File: config.mk
export PLATFORM = sky130hd
export DESIGN_NAME = weighted_least_loaded_group_select
export DESIGN_NICKNAME = d
export VERILOG_FILES = /design/src/wllgs_pkg.sv /design/src/wllgs_ratio_cmp.sv /design/src/wllgs_count_bank.sv /design/src/weighted_least_loaded_group_select.sv
export SDC_FILE = /design/constraint.sdc
export NUM_CORES = 1
export LEC_CHECK = 0
export ABC_AREA = 1
export BUFFER_PORTS_ARGS = -buffer_cell sky130_fd_sc_hd__clkbuf_2
export CAP_MARGIN = 10
export CORE_MARGIN = 10
export CORE_UTILIZATION = 41
export DETAILED_ROUTE_END_ITERATION = 7
export GPL_ROUTABILITY_DRIVEN = 0
export PLACE_DENSITY = 0.65
export RECOVER_POWER = 100
export SYNTH_ARGS = -nofsm -noshare
export SYNTH_HDL_FRONTEND = slang
export SYNTH_SLANG_ARGS = --single-unit
File: constraint.sdc
create_clock -name clk -period 12.5 [get_ports clk]
set_input_delay 3.75 -clock clk [delete_from_list [all_inputs] [get_ports clk]]
set_output_delay 3.75 -clock clk [all_outputs]
set_load 0.03 [all_outputs]
File: src/wllgs_pkg.sv
// Shared types, constants and codes for the weighted least-loaded group selector.
// No dependencies; used by every module under src.
package wllgs_pkg;

  // Number of groups tracked (1..8).
  localparam int unsigned GROUPS = 4;
  localparam int unsigned IDX_W  = (GROUPS > 1) ? $clog2(GROUPS) : 1;

  localparam int unsigned CNT_W  = 16;
  localparam int unsigned CAP_W  = 8;
  localparam int unsigned PROD_W = CNT_W + CAP_W;
  localparam int unsigned GI_W   = 3;
  localparam int unsigned ST_W   = 3;
  localparam int unsigned CFG_IDX_W  = 2;
  localparam int unsigned CFG_DATA_W = 64;

  localparam logic [CNT_W-1:0] COUNT_MAX = '1;

  // Request commands.
  localparam logic CMD_BIND   = 1'b0;
  localparam logic CMD_UNBIND = 1'b1;

  // Result status codes.
  localparam logic [ST_W-1:0] ST_OK        = 3'd0;
  localparam logic [ST_W-1:0] ST_NO_CPU    = 3'd1;
  localparam logic [ST_W-1:0] ST_BAD_INDEX = 3'd2;
  localparam logic [ST_W-1:0] ST_DISABLED  = 3'd3;
  localparam logic [ST_W-1:0] ST_LIMIT     = 3'd4;

  // Configuration register indexes.
  localparam logic [CFG_IDX_W-1:0] REG_CAPS   = 2'd0;
  localparam logic [CFG_IDX_W-1:0] REG_ENABLE = 2'd1;

  typedef enum logic [2:0] {
    S_IDLE,
    S_SCAN,
    S_CMP,
    S_BIND_UPD,
    S_UNBIND
  } state_t;

  // Write/clear control for the count bank.
  typedef struct packed {
    logic             clear;
    logic             we;
    logic [IDX_W-1:0] addr;
    logic [CNT_W-1:0] data;
  } cnt_wr_t;

endpackage

File: src/wllgs_ratio_cmp.sv
// Shared ratio comparator: registers a_cnt*a_cap and b_cnt*b_cap, then
// reports a strict less-than in the cycle after. Depends on wllgs_pkg.
module wllgs_ratio_cmp (
  input  logic                          clk,
  input  logic [wllgs_pkg::CNT_W-1:0]   a_cnt,
  input  logic [wllgs_pkg::CAP_W-1:0]   a_cap,
  input  logic [wllgs_pkg::CNT_W-1:0]   b_cnt,
  input  logic [wllgs_pkg::CAP_W-1:0]   b_cap,
  output logic                          lt
);

  logic [wllgs_pkg::PROD_W-1:0] prod_a_r;
  logic [wllgs_pkg::PROD_W-1:0] prod_b_r;

  always_ff @(posedge clk) begin
    prod_a_r <= wllgs_pkg::PROD_W'(a_cnt) * wllgs_pkg::PROD_W'(a_cap);
    prod_b_r <= wllgs_pkg::PROD_W'(b_cnt) * wllgs_pkg::PROD_W'(b_cap);
  end

  assign lt = (prod_a_r < prod_b_r);

endmodule

File: src/wllgs_count_bank.sv
// Per-group assignment counters with one read port, one write port and a
// whole-bank clear. Depends on wllgs_pkg.
module wllgs_count_bank (
  input  logic                          clk,
  input  logic                          rst_n,
  input  wllgs_pkg::cnt_wr_t            wr,
  input  logic [wllgs_pkg::IDX_W-1:0]   rd_addr,
  output logic [wllgs_pkg::CNT_W-1:0]   rd_data
);

  logic [wllgs_pkg::CNT_W-1:0] counts_r [wllgs_pkg::GROUPS];

  always_ff @(posedge clk) begin
    if (!rst_n || wr.clear) begin
      for (int i = 0; i < wllgs_pkg::GROUPS; i++) begin
        counts_r[i] <= '0;
      end
    end else if (wr.we) begin
      counts_r[wr.addr] <= wr.data;
    end
  end

  assign rd_data = counts_r[rd_addr];

endmodule

File: src/weighted_least_loaded_group_select.sv
// Top level of the weighted least-loaded group selector: request FSM, config
// registers and result register. Depends on wllgs_pkg, wllgs_ratio_cmp, wllgs_count_bank.
//
//  channel   | ports                                  | handshake
//  ----------+----------------------------------------+-------------------------------
//  request   | in_cmd, in_group_index                 | start & !busy
//  result    | out_chosen_group, out_status           | out_strobe, one cycle, no stall
//  config    | cfg_index, cfg_data                    | cfg_valid & cfg_ready
//
// Sequencing: a disabled request gives its result in the cycle after it is accepted.
// An unbind passes through S_UNBIND, which reads the count, writes the update and the
// result. A bind walks the groups in index order through the shared ratio comparator:
// S_SCAN per group, plus S_CMP per group with nonzero capacity once a candidate exists,
// then S_BIND_UPD writes the update and the result. busy is high meanwhile.
// Reset (rst_n low, synchronous) clears counts, capacities and the enable flag.
// Results cannot be stalled; cfg_ready is always high.
module weighted_least_loaded_group_select (
  input  logic                               clk,
  input  logic                               rst_n,
  // request channel
  input  logic                               start,
  output logic                               busy,
  input  logic                               in_cmd,
  input  logic [wllgs_pkg::GI_W-1:0]         in_group_index,
  // result channel
  output logic                               out_strobe,
  output logic [wllgs_pkg::GI_W-1:0]         out_chosen_group,
  output logic [wllgs_pkg::ST_W-1:0]         out_status,
  // configuration channel
  input  logic                               cfg_valid,
  output logic                               cfg_ready,
  input  logic [wllgs_pkg::CFG_IDX_W-1:0]    cfg_index,
  input  logic [wllgs_pkg::CFG_DATA_W-1:0]   cfg_data
);

  localparam int unsigned IDX_W = wllgs_pkg::IDX_W;
  localparam int unsigned CNT_W = wllgs_pkg::CNT_W;
  localparam int unsigned CAP_W = wllgs_pkg::CAP_W;
  localparam int unsigned GI_W  = wllgs_pkg::GI_W;
  localparam int unsigned ST_W  = wllgs_pkg::ST_W;
  localparam logic [IDX_W-1:0] LAST_IDX = IDX_W'(wllgs_pkg::GROUPS - 1);

  // ---------------- configuration registers ----------------
  logic [wllgs_pkg::CFG_DATA_W-1:0] caps_r;
  logic                             enabled_r;
  logic                             cfg_fire;
  logic                             cfg_clear;

  assign cfg_ready = 1'b1;
  assign cfg_fire  = cfg_valid && cfg_ready;
  // Only writes to a defined register clear the counts.
  assign cfg_clear = cfg_fire &&
                     (cfg_index == wllgs_pkg::REG_CAPS || cfg_index == wllgs_pkg::REG_ENABLE);

  always_ff @(posedge clk) begin
    if (!rst_n) begin
      caps_r    <= '0;
      enabled_r <= 1'b0;
    end else if (cfg_fire) begin
      case (cfg_index)
        wllgs_pkg::REG_CAPS:   caps_r    <= cfg_data;
        wllgs_pkg::REG_ENABLE: enabled_r <= cfg_data[0];
        default: ;
      endcase
    end
  end

  // ---------------- sequencer state ----------------
  wllgs_pkg::state_t state_r, state_nxt;
  logic [IDX_W-1:0]  idx_r, idx_nxt;          // scan index / unbind target
  logic [GI_W-1:0]   gi_r, gi_nxt;            // echoed group index
  logic              bad_r, bad_nxt;          // unbind index out of range
  logic              found_r, found_nxt;
  logic [IDX_W-1:0]  best_idx_r, best_idx_nxt;
  logic [CNT_W-1:0]  best_cnt_r, best_cnt_nxt;
  logic [CAP_W-1:0]  best_cap_r, best_cap_nxt;

  logic              out_strobe_r, out_strobe_nxt;
  logic [GI_W-1:0]   out_chosen_r, out_chosen_nxt;
  logic [ST_W-1:0]   out_status_r, out_status_nxt;

  // ---------------- datapath hookups ----------------
  wllgs_pkg::cnt_wr_t cnt_wr;
  logic [CNT_W-1:0]   rd_cnt;
  logic [CAP_W-1:0]   cur_cap;
  logic               ratio_lt;
  logic               accept;
  logic               last;

  // Capacity of the group under the scan index.
  assign cur_cap = caps_r[8 * GI_W'(idx_r) +: CAP_W];
  assign last    = (idx_r == LAST_IDX);
  assign accept  = start && !busy;

  wllgs_count_bank u_bank (
    .clk     (clk),
    .rst_n   (rst_n),
    .wr      (cnt_wr),
    .rd_addr (idx_r),
    .rd_data (rd_cnt)
  );

  // cnt[idx]*cap[best] < cnt[best]*cap[idx]; result valid in S_CMP.
  wllgs_ratio_cmp u_cmp (
    .clk   (clk),
    .a_cnt (rd_cnt),
    .a_cap (best_cap_r),
    .b_cnt (best_cnt_r),
    .b_cap (cur_cap),
    .lt    (ratio_lt)
  );

  always_ff @(posedge clk) begin
    if (!rst_n) begin
      state_r      <= wllgs_pkg::S_IDLE;
      out_strobe_r <= 1'b0;
    end else begin
      state_r      <= state_nxt;
      out_strobe_r <= out_strobe_nxt;
    end
  end

  always_ff @(posedge clk) begin
    idx_r        <= idx_nxt;
    gi_r         <= gi_nxt;
    bad_r        <= bad_nxt;
    found_r      <= found_nxt;
    best_idx_r   <= best_idx_nxt;
    best_cnt_r   <= best_cnt_nxt;
    best_cap_r   <= best_cap_nxt;
    out_chosen_r <= out_chosen_nxt;
    out_status_r <= out_status_nxt;
  end

  always_comb begin
    state_nxt      = state_r;
    idx_nxt        = idx_r;
    gi_nxt         = gi_r;
    bad_nxt        = bad_r;
    found_nxt      = found_r;
    best_idx_nxt   = best_idx_r;
    best_cnt_nxt   = best_cnt_r;
    best_cap_nxt   = best_cap_r;
    out_strobe_nxt = 1'b0;
    out_chosen_nxt = out_chosen_r;
    out_status_nxt = out_status_r;
    cnt_wr         = '0;
    cnt_wr.clear   = cfg_clear;

    case (state_r)
      wllgs_pkg::S_IDLE: begin
        if (accept) begin
          gi_nxt = in_group_index;
          if (!enabled_r) begin
            // pass-through: nothing recorded
            out_strobe_nxt = 1'b1;
            out_status_nxt = wllgs_pkg::ST_DISABLED;
            out_chosen_nxt = (in_cmd == wllgs_pkg::CMD_UNBIND) ? in_group_index : '0;
          end else if (in_cmd == wllgs_pkg::CMD_UNBIND) begin
            idx_nxt   = IDX_W'(in_group_index);
            bad_nxt   = ({1'b0, in_group_index} >= (GI_W + 1)'(wllgs_pkg::GROUPS));
            state_nxt = wllgs_pkg::S_UNBIND;
          end else begin
            idx_nxt      = '0;
            found_nxt    = 1'b0;
            best_idx_nxt = '0;
            state_nxt    = wllgs_pkg::S_SCAN;
          end
        end
      end

      wllgs_pkg::S_SCAN: begin
        if (cur_cap != '0 && found_r) begin
          // operands go to the comparator; decision next cycle
          state_nxt = wllgs_pkg::S_CMP;
        end else begin
          if (cur_cap != '0) begin
            found_nxt    = 1'b1;
            best_idx_nxt = idx_r;
            best_cnt_nxt = rd_cnt;
            best_cap_nxt = cur_cap;
          end
          if (last) begin
            state_nxt = wllgs_pkg::S_BIND_UPD;
          end else begin
            idx_nxt = idx_r + 1'b1;
          end
        end
      end

      wllgs_pkg::S_CMP: begin
        if (ratio_lt) begin
          best_idx_nxt = idx_r;
          best_cnt_nxt = rd_cnt;
          best_cap_nxt = cur_cap;
        end
        if (last) begin
          state_nxt = wllgs_pkg::S_BIND_UPD;
        end else begin
          idx_nxt   = idx_r + 1'b1;
          state_nxt = wllgs_pkg::S_SCAN;
        end
      end

      wllgs_pkg::S_BIND_UPD: begin
        out_strobe_nxt = 1'b1;
        state_nxt      = wllgs_pkg::S_IDLE;
        if (!found_r) begin
          out_chosen_nxt = '0;
          out_status_nxt = wllgs_pkg::ST_NO_CPU;
        end else begin
          out_chosen_nxt = GI_W'(best_idx_r);
          if (best_cnt_r == wllgs_pkg::COUNT_MAX) begin
            out_status_nxt = wllgs_pkg::ST_LIMIT;
          end else begin
            out_status_nxt = wllgs_pkg::ST_OK;
            cnt_wr.we      = 1'b1;
            cnt_wr.addr    = best_idx_r;
            cnt_wr.data    = best_cnt_r + 1'b1;
          end
        end
      end

      wllgs_pkg::S_UNBIND: begin
        out_strobe_nxt = 1'b1;
        out_chosen_nxt = gi_r;
        state_nxt      = wllgs_pkg::S_IDLE;
        if (bad_r) begin
          out_status_nxt = wllgs_pkg::ST_BAD_INDEX;
        end else if (rd_cnt == '0) begin
          out_status_nxt = wllgs_pkg::ST_LIMIT;
        end else begin
          out_status_nxt = wllgs_pkg::ST_OK;
          cnt_wr.we      = 1'b1;
          cnt_wr.addr    = idx_r;
          cnt_wr.data    = rd_cnt - 1'b1;
        end
      end

      default: begin
        state_nxt = wllgs_pkg::S_IDLE;
      end
    endcase
  end

  assign busy             = (state_r != wllgs_pkg::S_IDLE);
  assign out_strobe       = out_strobe_r;
  assign out_chosen_group = out_chosen_r;
  assign out_status       = out_status_r;

endmodule

==> results by group, run 1 <==
Final layout
  – Multi-input gate area: 9917 sq um
  – Final nets: 2393
  – Final instance area: 17570 sq um
  – Share of cells above drive strength 1: 4.534%
  – Diode count: 0
  – Storage element area: 4835 sq um
  – Area delta synth->final: 6.436%
  – Fillers: 3952

Logic synthesis
  – Post-synth EDFFs: 103
  – FF+latch count, synth: 190
  – Seq/Total Area, Yosys: 29.29%
  – Ys flop type: edfxtp_1
  – Syn_area_per_cell: 8.123 sq um
  – Async SR Flop Fraction: 0%
  – Yosys cell types: 47
  – Syn. warnings: 0
  – Syn nets: 2387
  – Mapped Cells: 2032
  – Cell area after synthesis: 16510 sq um

Worst setup path
  – R2R Path End: u_cmp.prod_a_r[21]
  – CP Capture Point: u_bank.counts_r[2][9]
  – Crit path from: rst_n
  – Worst Path Max Fanout: 36
  – R2R setup slack: 5660 ps
  – Crit path DAT: 8060 ps
  – CP endpoint kind: register
  – Critical path launch point type: primary input
  – Worst r2r path cells: 20
  – Crit path required time: 12580 ps
  – CP Class: primary input to register

Clock tree
  – Cts hold-fix bufs: 0
  – TritonCTS Buffers: 17
  – H-tree depth: 4
  – CTS tree: built
  – Max clock buf depth: 2
  – Root Driver: clkbuf_16
  – Postcts setup bufs: 0
  – Worst-path clk slew: 80 ps
  – Resize count post-CTS: 0
  – Clock sinks: 190
  – Clk Latency, worst-skew pair: 450 ps

Global route
  – First-pass GRT wire length: 68.24 mm
  – Total gr overflow: 0
  – Total GRT Usage: 17.44%
  – Initial antenna violation count: 0
  – Pin count of the biggest net entering global routing: 37
  – Vias in the first global route: 13.78k

Placement
  – PortBufs: 49
  – Cell Area, Placed: 17090 sq um
  – Place WS: 5882 ps
  – HPWL after DPL: 31.69 mm

Detailed routing
  – Number of iterations in the first detailed-routing pass: 5
  – Final ANT Viol Nets: 0
  – Routed WL per cell: 16.02 um
  – DR vias/cell: 5.151
  – Vias: 13.27k
  – Routed WL: 41.26 mm
  – # DRC: 0
  – Initial drt markers: 924

Timing
  – Slew Viols, Final: 0
  – RSZ-0062 raised after global routing: no
  – Setup violators final: 0
  – FMAX: 125.3 MHz
  – Tmin final: 7981 ps
  – Setup TNS: 0 ps
  – Final Hold Vio Count: 0
  – Share of the clock period used by the worst path: 63.85%
  – Worst clock skew: 14.08 ps
  – Slew @ Worst Pin: 1336 ps
  – Max_slew headroom: 10.92%
  – Setup slack after layout: 4519 ps

Outcome
  – Status: finished, final reports clean

Run
  – Maxcap violations: 0

Floorplan
  – DIE WIDTH: 220.6 um
  – Starting Density: 41.54%
  – I/O pin cnt: 83
  – DIE AREA: 48680 sq um
  – Die height: 220.6 um
  – Row count: 73
  – Placeable Area: 39730 sq um

Power
  – Worst vdd ir: 0.1505 mV
  – Pwr/cell area: 158.8 nW/um^2
  – Leak pwr: 8.663 nW

Min path
  – Min-Delay Path Class: register to register
==> worst max-delay path, cell delays in order <==
cell,delay (ps)
clkbuf_1,910
nand2_1,270
a21oi_1,1080
nand3_1,1030
nand2_1,1000
==> layout make-up <==
class	count	share of cell area, %
timing repair buffer	53	1.410
clock buffer	18	2.443
clock inverter	14	0.8760
sequential	190	27.52
tap	525	3.739
multi-input combinational	1423	56.45
inverter	353	7.564
==> synthesized netlist by cell type (11+ instances only) <==
library cell | number | area, sq um
nand2_2 | 11 | 68.82
fa_1 | 168 | 3363
a21oi_1 | 60 | 300.3
nor2_1 | 394 | 1479
nand3_1 | 83 | 415.4
xnor2_1 | 14 | 122.6
edfxtp_1 | 103 | 3093
nand2_1 | 350 | 1314
o211ai_1 | 11 | 82.58
xor2_1 | 33 | 289.0
buf_2 | 15 | 75.07
o21ai_0 | 85 | 425.4
nand4_1 | 22 | 137.6
clkbuf_1 | 36 | 135.1
ha_1 | 113 | 1414
inv_1 | 342 | 1284
dfxtp_1 | 87 | 1742
nor3_1 | 15 | 75.07
==> through the flow <==
step | instances | hold slack [ps] | util (%) | power (mW)
after floorplan | 2032 | 430.0 | - | 1.862
after global placement | 2544 | 444.1 | 43.02 | 2.227
after detailed placement | 2544 | 451.0 | 43.02 | 2.259
after CTS | 2576 | 463.2 | 44.49 | 2.810
after global routing | 2576 | 500.5 | 44.22 | 3.042
final | 2576 | 466.8 | 44.22 | 2.790
==> sequential cells by signal (all words and copies together) (netlist names), named ones only <==
register	flops
best_cap_r	8
out_status	3
best_idx_r	2
u_bank.counts_r	64
u_cmp.prod_b_r	24
gi_r	3
state_r	3
caps_r	32
out_chosen_group	3
found_r	1
enabled_r	1
u_cmp.prod_a_r	24
idx_r	2
bad_r	1
best_cnt_r	16
out_strobe	1
==> placed cells by master, fill, tap and decap left out, drive strengths merged <==
cell type,n
a211oi,2
a21o,7
a21oi,61
a221oi,2
a31oi,6
a32o,1
and3,1
buf,1
bufinv,1
clkbuf,70
clkinv,13
clkinvlp,2
conb,1
dfxtp,87
edfxtp,103
fa,168
ha,113
inv,351
nand2,362
nand3,89
nand3b,3
nand4,23
nor2,404
nor3,16
nor3b,1
nor4,8
o211ai,11
o21a,2
o21ai,87
o21bai,2
o311ai,1
o31ai,2
or2,3
xnor2,14
xor2,33
==> metal layers <==
layer	wire length (um)	vias up	global-route usage, %
met5	0	-	0
met4	970	0	5.441
met3	2544	64	3.154
met2	19560	441	29.15
met1	18190	6428	22.52
li1	-	6335	-
==> kinds of logic (layout without fill, tap and decap cells) <==
family          after synthesis  in the layout  synth area share [%]
buf+inv                     419            438                 10.15
fa+ha+maj                   281            281                 28.94
flops                       190            190                 29.29
other cells                   1              1               0.02272
compound gates              184            184                 6.186
simple gates                910            910                 22.92
xor+xnor                     47             47                 2.494
==> worst min path at each step <==
stage / startpoint / endpoint / slack, ps / cells past startpoint
global placement: caps_r[9] / caps_r[9] / 440 / 2
floorplan: caps_r[11] / caps_r[11] / 430 / 2
global route: caps_r[10] / caps_r[10] / 500 / 2
CTS: caps_r[9] / caps_r[9] / 460 / 2
detailed placement: caps_r[9] / caps_r[9] / 450 / 2
finish: caps_r[9] / caps_r[9] / 470 / 2
==> power breakdown <==
| group | leakage (nW) | total [mW] | internal [mW] | switching (mW) |
|---|---|---|---|---|
| registers | 1.76 | 0.790 | 0.759 | 0.0315 |
| clock network | 0.286 | 0.547 | 0.283 | 0.264 |
| logic | 6.61 | 1.45 | 0.520 | 0.933 |
| total | 8.66 | 2.79 | 1.56 | 1.23 |
Power figures use the tool's default switching activity.
==> run 2: changes to the inputs <==
- ABC_AREA: 1 -> 0
- PLACE_DENSITY: 0.65 -> 0.67
- clock period: 12.5 -> 7 ns (I/O delays scaled with it)
==> results by group, run 2 <==
Outcome
  – Status: finished with violations
  – Failing checks: max-capacitance violations, max-slew violations

Global route
  – Total GRT Usage: 15.38% (-2.1 points)
  – Total gr overflow: 0 (unchanged)
  – First-pass GRT wire length: 59.63 mm (-13%)
  – Met2 Use GR: 26.55% (-2.6 points)
  – Pin count of the biggest net entering global routing: 40 (+8.1%)
  – GRT busiest layer: met2
  – Initial antenna violation count: 1 (+1)
  – Met3 Track Usage GR: 2.256% (-0.90 points)
  – Met1 global-route usage: 20.01% (-2.5 points)
  – Vias in the first global route: 11.87k (-14%)

Power
  – Worst vdd ir: 0.1892 mV (+26%)
  – Leak pwr: 7.803 nW (-9.9%)
  – Pwr/cell area: 199.1 nW/um^2 (+25%)

Logic synthesis
  – Synth top area share: 20.73% (+0.36 points)
  – Cell area after synthesis: 16220 sq um (-1.7%)
  – Async SR Flop Fraction: 0% (unchanged)
  – Syn. warnings: 0 (unchanged)
  – Syn_area_per_cell: 9.861 sq um (+21%)
  – Most frequent cells after synthesis: inv_1 (245), and2_1 (216), fa_1 (168)
  – Main combinational cell family by area after synthesis: adder cells
  – Mapped Cells: 1645 (-19%)
  – Post-synth EDFFs: 103 (unchanged)
  – Most frequent cell after synthesis: inv_1
  – Yosys cell types: 70 (+49%)
  – Post-Synth XOR/XNOR Area: 3.348% (+0.85 points)
  – Post-synthesis compound-gate area fraction: 7.405% (+1.2 points)
  – Synth Area in Simple Gates: 18.52% (-4.4 points)
  – Syn nets: 2000 (-16%)
  – Adder-cell share of the synthesized area: 29.45% (+0.51 points)
  – Multiplexer share of the synthesized area: 3.672% (+3.7 points)
  – Ys flop type: edfxtp_1
  – Seq/Total Area, Yosys: 29.81% (+0.52 points)
  – Synth area leader: fa_1
  – Top post-synthesis cells by area: fa_1 (21%), edfxtp_1 (19%), dfxtp_1 (11%)
  – FF+latch count, synth: 190 (unchanged)

Clock tree
  – CTS tree: built
  – Max clock buf depth: 2 (unchanged)
  – TritonCTS Buffers: 17 (unchanged)
  – Clock sinks: 190 (unchanged)
  – Root Driver: clkbuf_16
  – Cts hold-fix bufs: 0 (unchanged)
  – Resize count post-CTS: 0 (unchanged)
  – Worst-path clk slew: 80 ps (about the same)
  – Postcts setup bufs: 0 (unchanged)
  – H-tree depth: 4 (unchanged)
  – Clk Latency, worst-skew pair: 450 ps (about the same)

Floorplan
  – I/O pin cnt: 83 (unchanged)
  – DIE AREA: 47920 sq um (-1.6%)
  – Row count: 72 (-1.4%)
  – DIE WIDTH: 218.9 um (-0.79%)
  – Placeable Area: 38920 sq um (-2.1%)
  – Starting Density: 41.68% (+0.14 points)
  – Die height: 218.9 um (-0.79%)

Timing
  – Slew Viols, Final: 47 (+47)
  – Tmin final: 6165 ps
  – Worst clock skew: 18.66 ps (+4.584 ps)
  – FMAX: 162.2 MHz
  – Final hold slack: 465.9 ps (-0.9190 ps)
  – RSZ-0062 raised after global routing: no
  – Final Hold Vio Count: 0 (unchanged)
  – Setup violators final: 0 (unchanged)
  – Setup TNS: 0 ps (unchanged)
  – Max_slew headroom: -9.612% (-21 points)
  – Share of the clock period used by the worst path: 88.07%
  – Slew @ Worst Pin: 1638 ps (+301.9 ps)

Min path
  – Min-Delay Path Class: register to register
  – HP Start: caps_r[11]

Final layout
  – Share of cells above drive strength 1: 6.420% (+1.9 points)
  – Final nets: 1993 (-17%)
  – Commonest non-fill, non-tap cell in the layout: inv_1
  – Largest register FFs: 64 (unchanged)
  – Fin cells: 2170 (-16%)
  – Final Core Density: 44.59% (+0.37 points)
  – Largest Register: u_bank.counts_r
  – Top Registers: u_bank.counts_r: 64 flops, caps_r: 32 flops
  – Area delta synth->final: 6.981%
  – Most frequent cells in the layout: inv_1 (245), and2_1 (199), fa_1 (168)
  – Final instance area: 17350 sq um (-1.2%)

Placement
  – PortBufs: 49 (unchanged)
  – Cell Area, Placed: 16830 sq um (-1.5%)
  – Placed insts: 2137 (-16%)
  – HPWL after DPL: 26.33 mm (-17%)

Detailed routing
  – Vias: 11.03k (-17%)
  – Initial drt markers: 586 (-37%)
  – Final ANT Viol Nets: 0 (unchanged)
  – Routed WL per cell: 16.37 um (+2.2%)
  – # DRC: 0 (unchanged)
  – Routed WL: 35.52 mm (-14%)
  – Number of iterations in the first detailed-routing pass: 7 (+2)
  – DR vias/cell: 5.081 (-1.3%)

Worst setup path
  – R2R setup slack: 830 ps (-4830 ps)
  – CP endpoint kind: register
  – Critical path launch point type: register
  – Crit path DAT: 6240 ps (-1820 ps)
  – Crit path required time: 7070 ps (-5510 ps)
  – Worst Path Max Fanout: 17 (-53%)
  – CP Class: register to register

Run
  – Maxcap violations: 2 (+2)
## run 2: layer usage
layer / wire length [um] / share of wire, %
met1: 16130 / 45
met2: 17660 / 50
met3: 1312 / 3.7
met4: 422 / 1.2
met5: 0 / 0
## run 2: worst paths after layout
check / endpoint / cells past startpoint
hold / removal: caps_r[11] / 2
hold reg to reg: caps_r[11] / 2
setup / recovery: u_bank.counts_r[0][14] / 8
setup reg to reg: u_bank.counts_r[0][14] / 8
## run 2: report_power, final
group	switching, mW	internal, mW	leakage (nW)
clock	0.526	0.499	0.304
combinational	0.624	0.461	5.74
sequential	0.0583	1.29	1.76
## run 2: layout make-up
class	count	area, sq um
Sequential cell	190	4835
Timing Repair Buffer	56	261.5
Clock buffer	17	425.4
Antenna cell	1	2.502
Clock inverter	15	197.7
Multi-Input combinational cell	1128	10060
Fill cell	3775	21560
Inverter	245	919.6
Tap cell	518	648.1
## run 2: stage by stage
step / power, mW / worst slack [ps]
final: 3.455 / 835.0
after global routing: 3.692 / 370.1
after CTS: 3.485 / 882.6
after detailed placement: 2.460 / 988.1
after global placement: 2.427 / 1003
after floorplan: 2.170 / 1154
## run 2: cell families after synthesis
family	count (synthesis)
flip-flops	190
AO/OA/AOI/OAI	177
AND/OR/NAND/NOR	579
other	1
XOR/XNOR	62
multiplexers	28
adder cells (fa/ha/maj)	281
buffers and inverters	327
## run 2: critical path, cell delays in order (launching register included)
cell      delay, ps
dfxtp_1         820
mux4_2          590
or4_1           630
or3_1           410
o31ai_1        1290
mux2_1          400
a211oi_2        330
nand2_1         490
nand2_1         810
==> run 3: changes to the inputs <==
- BUFFER_PORTS_ARGS: -buffer_cell sky130_fd_sc_hd__clkbuf_2 -> -buffer_cell sky130_fd_sc_hd__buf_2
- PLACE_DENSITY: 0.67 -> 0.65
- clock period: 7 -> 6.9 ns (I/O delays scaled with it)
==> results by group, run 3 (same netlist as run 2, synthesis figures left out) <==
Timing
  – Setup slack after layout: 560.1 ps (-274.9 ps)
  – RSZ-0062 raised after global routing: no
  – Slew Viols, Final: 14 (-70%)
  – FMAX: 157.7 MHz (-2.8%)
  – Slew @ Worst Pin: 1571 ps (-66.92 ps)
  – Setup violators final: 0 (unchanged)
  – Share of the clock period used by the worst path: 91.88% (+3.8 points)
  – Final hold slack: 466.0 ps (+0.1110 ps)
  – Worst clock skew: 16.73 ps (-1.931 ps)
  – Max_slew headroom: -5.642% (+4.0 points)
  – Final Hold Vio Count: 0 (unchanged)
  – Setup TNS: 0 ps (unchanged)
  – Tmin final: 6340 ps (+174.9 ps)

Final layout
  – Fin cells: 2169 (-0.046%)
  – Top Registers: u_bank.counts_r: 64 flops, caps_r: 32 flops
  – Most frequent cells in the layout: inv_1 (245), and2_1 (200), fa_1 (168)
  – Commonest non-fill, non-tap cell in the layout: inv_1
  – Final nets: 1993 (unchanged)
  – Final instance area: 17330 sq um (-0.11%)
  – Area delta synth->final: 6.865%
  – Final Core Density: 44.54% (-0.048 points)
  – Largest Register: u_bank.counts_r
  – Largest register FFs: 64 (unchanged)
  – Share of cells above drive strength 1: 6.541% (+0.12 points)
  – Diode count: 0 (-1)

Worst setup path
  – Critical path launch point type: register
  – CP Class: register to register
  – CP endpoint kind: register
  – Crit path DAT: 6410 ps (+170 ps)
  – Crit path required time: 6970 ps (-100 ps)
  – Worst Path Max Fanout: 17 (unchanged)

Outcome
  – Status: finished with violations
  – Failing checks: max-capacitance violations, max-slew violations

Global route
  – Initial antenna violation count: 1 (unchanged)
  – First-pass GRT wire length: 60.00 mm (+0.61%)
  – Vias in the first global route: 11.84k (-0.25%)
  – Total gr overflow: 0 (unchanged)
  – Total GRT Usage: 15.54% (+0.15 points)
  – Pin count of the biggest net entering global routing: 40 (unchanged)

Power
  – Sequential Power Share: 39.3% (+0.4 points)
  – Worst vdd ir: 0.1900 mV (+0.38%)
  – Total Power: 3.469 mW (+0.42%)
  – Leak pwr: 7.797 nW (about the same)
  – Switching Fraction: 33.68% (-1.3 points)
  – Net switching power: 1.168 mW (-3.3%)
  – Pwr/cell area: 200.1 nW/um^2 (+0.53%)
  – Comb power frac: 31.9% (+0.5 points)
  – Clock power share: 28.8% (-0.8 points)
  – Internal power: 2.301 mW (+2.4%)

Clock tree
  – H-tree depth: 4 (unchanged)
  – Max clock buf depth: 2 (unchanged)
  – Clk Latency, worst-skew pair: 450 ps (about the same)
  – CTS tree: built
  – Worst-path clk slew: 70 ps (about the same)
  – Resize count post-CTS: 0 (unchanged)
  – Root Driver: clkbuf_16
  – Cts hold-fix bufs: 0 (unchanged)
  – TritonCTS Buffers: 17 (unchanged)
  – Clock sinks: 190 (unchanged)
  – Postcts setup bufs: 0 (unchanged)

Placement
  – Cell Area, Placed: 16830 sq um (about the same)
  – HPWL after DPL: 26.50 mm (+0.68%)
  – PortBufs: 49 (unchanged)
  – Place WS: 862.9 ps (-125.2 ps)
  – Placed insts: 2136 (-0.047%)

Floorplan
  – Die height: 218.9 um (unchanged)
  – I/O pin cnt: 83 (unchanged)
  – Placeable Area: 38920 sq um (unchanged)
  – DIE WIDTH: 218.9 um (unchanged)
  – DIE AREA: 47920 sq um (unchanged)
  – Row count: 72 (unchanged)
  – Starting Density: 41.68% (unchanged)

Detailed routing
  – Routed WL per cell: 16.50 um (+0.76%)
  – # DRC: 0 (unchanged)
  – Vias: 11.05k (+0.18%)
  – DR vias/cell: 5.093 (+0.23%)
  – Initial drt markers: 638 (+8.9%)
  – Final ANT Viol Nets: 0 (unchanged)
  – Routed WL: 35.78 mm (+0.72%)
  – Number of iterations in the first detailed-routing pass: 5 (-2)

Run
  – Maxcap violations: 1 (-1)

Min path
  – Min-Delay Path Class: register to register
run 3: cell count changes in the layout (fill, tap and decap cells not counted), moves of 2 or more:
cell      delta
clkbuf_2    -35
buf_2       +35
inv_12       -3
inv_4        +2
inv_8        -2
run 3: path summary, 6_finish.rpt:
path	slack (ps)	from	endpoint	cells after the start
hold reg to reg	470	caps_r[4]	caps_r[4]	2
setup reg to reg	560	register	u_bank.counts_r[0][5]	9
setup / recovery	560	register	u_bank.counts_r[0][5]	9
hold / removal	470	caps_r[4]	caps_r[4]	2
run 3: layer usage:
layer | up-vias | wire [um] | global-route usage (%)
met5 | - | 0 | 0
met4 | 0 | 471 | 3.792
met3 | 30 | 1284 | 2.476
met2 | 209 | 18020 | 26.81
met1 | 5555 | 16000 | 19.97
li1 | 5252 | - | -
run 3: final cells by class:
class | instances | area (sq um)
Clock buffer | 19 | 464.2
Clock inverter | 13 | 132.6
Fill cell | 3731 | 21580
Inverter | 245 | 919.6
Multi-Input combinational cell | 1128 | 10070
Sequential cell | 190 | 4835
Tap cell | 518 | 648.1
Timing Repair Buffer | 56 | 269.0
run 3: worst max-delay path: stages, from the launching register on:
cell and delay [ps]:
dfxtp_1 310, buf_4 320, mux4_2 740, or4_1 640
or3_4 380, o31ai_1 1260, mux2_1 390, a211oi_1 460
nand2_1 600, nand2_1 830
run 3: power by group through the flow:
| stage | clock, mW | sequential (mW) | combinational [mW] |
|---|---|---|---|
| after detailed placement | 0 | 1.38 | 1.12 |
| after global routing | 1.06 | 1.37 | 1.27 |
| after CTS | 1.02 | 1.36 | 1.13 |
| final | 0.999 | 1.36 | 1.11 |
| after floorplan | 0 | 1.36 | 0.844 |
| after global placement | 0 | 1.39 | 1.08 |
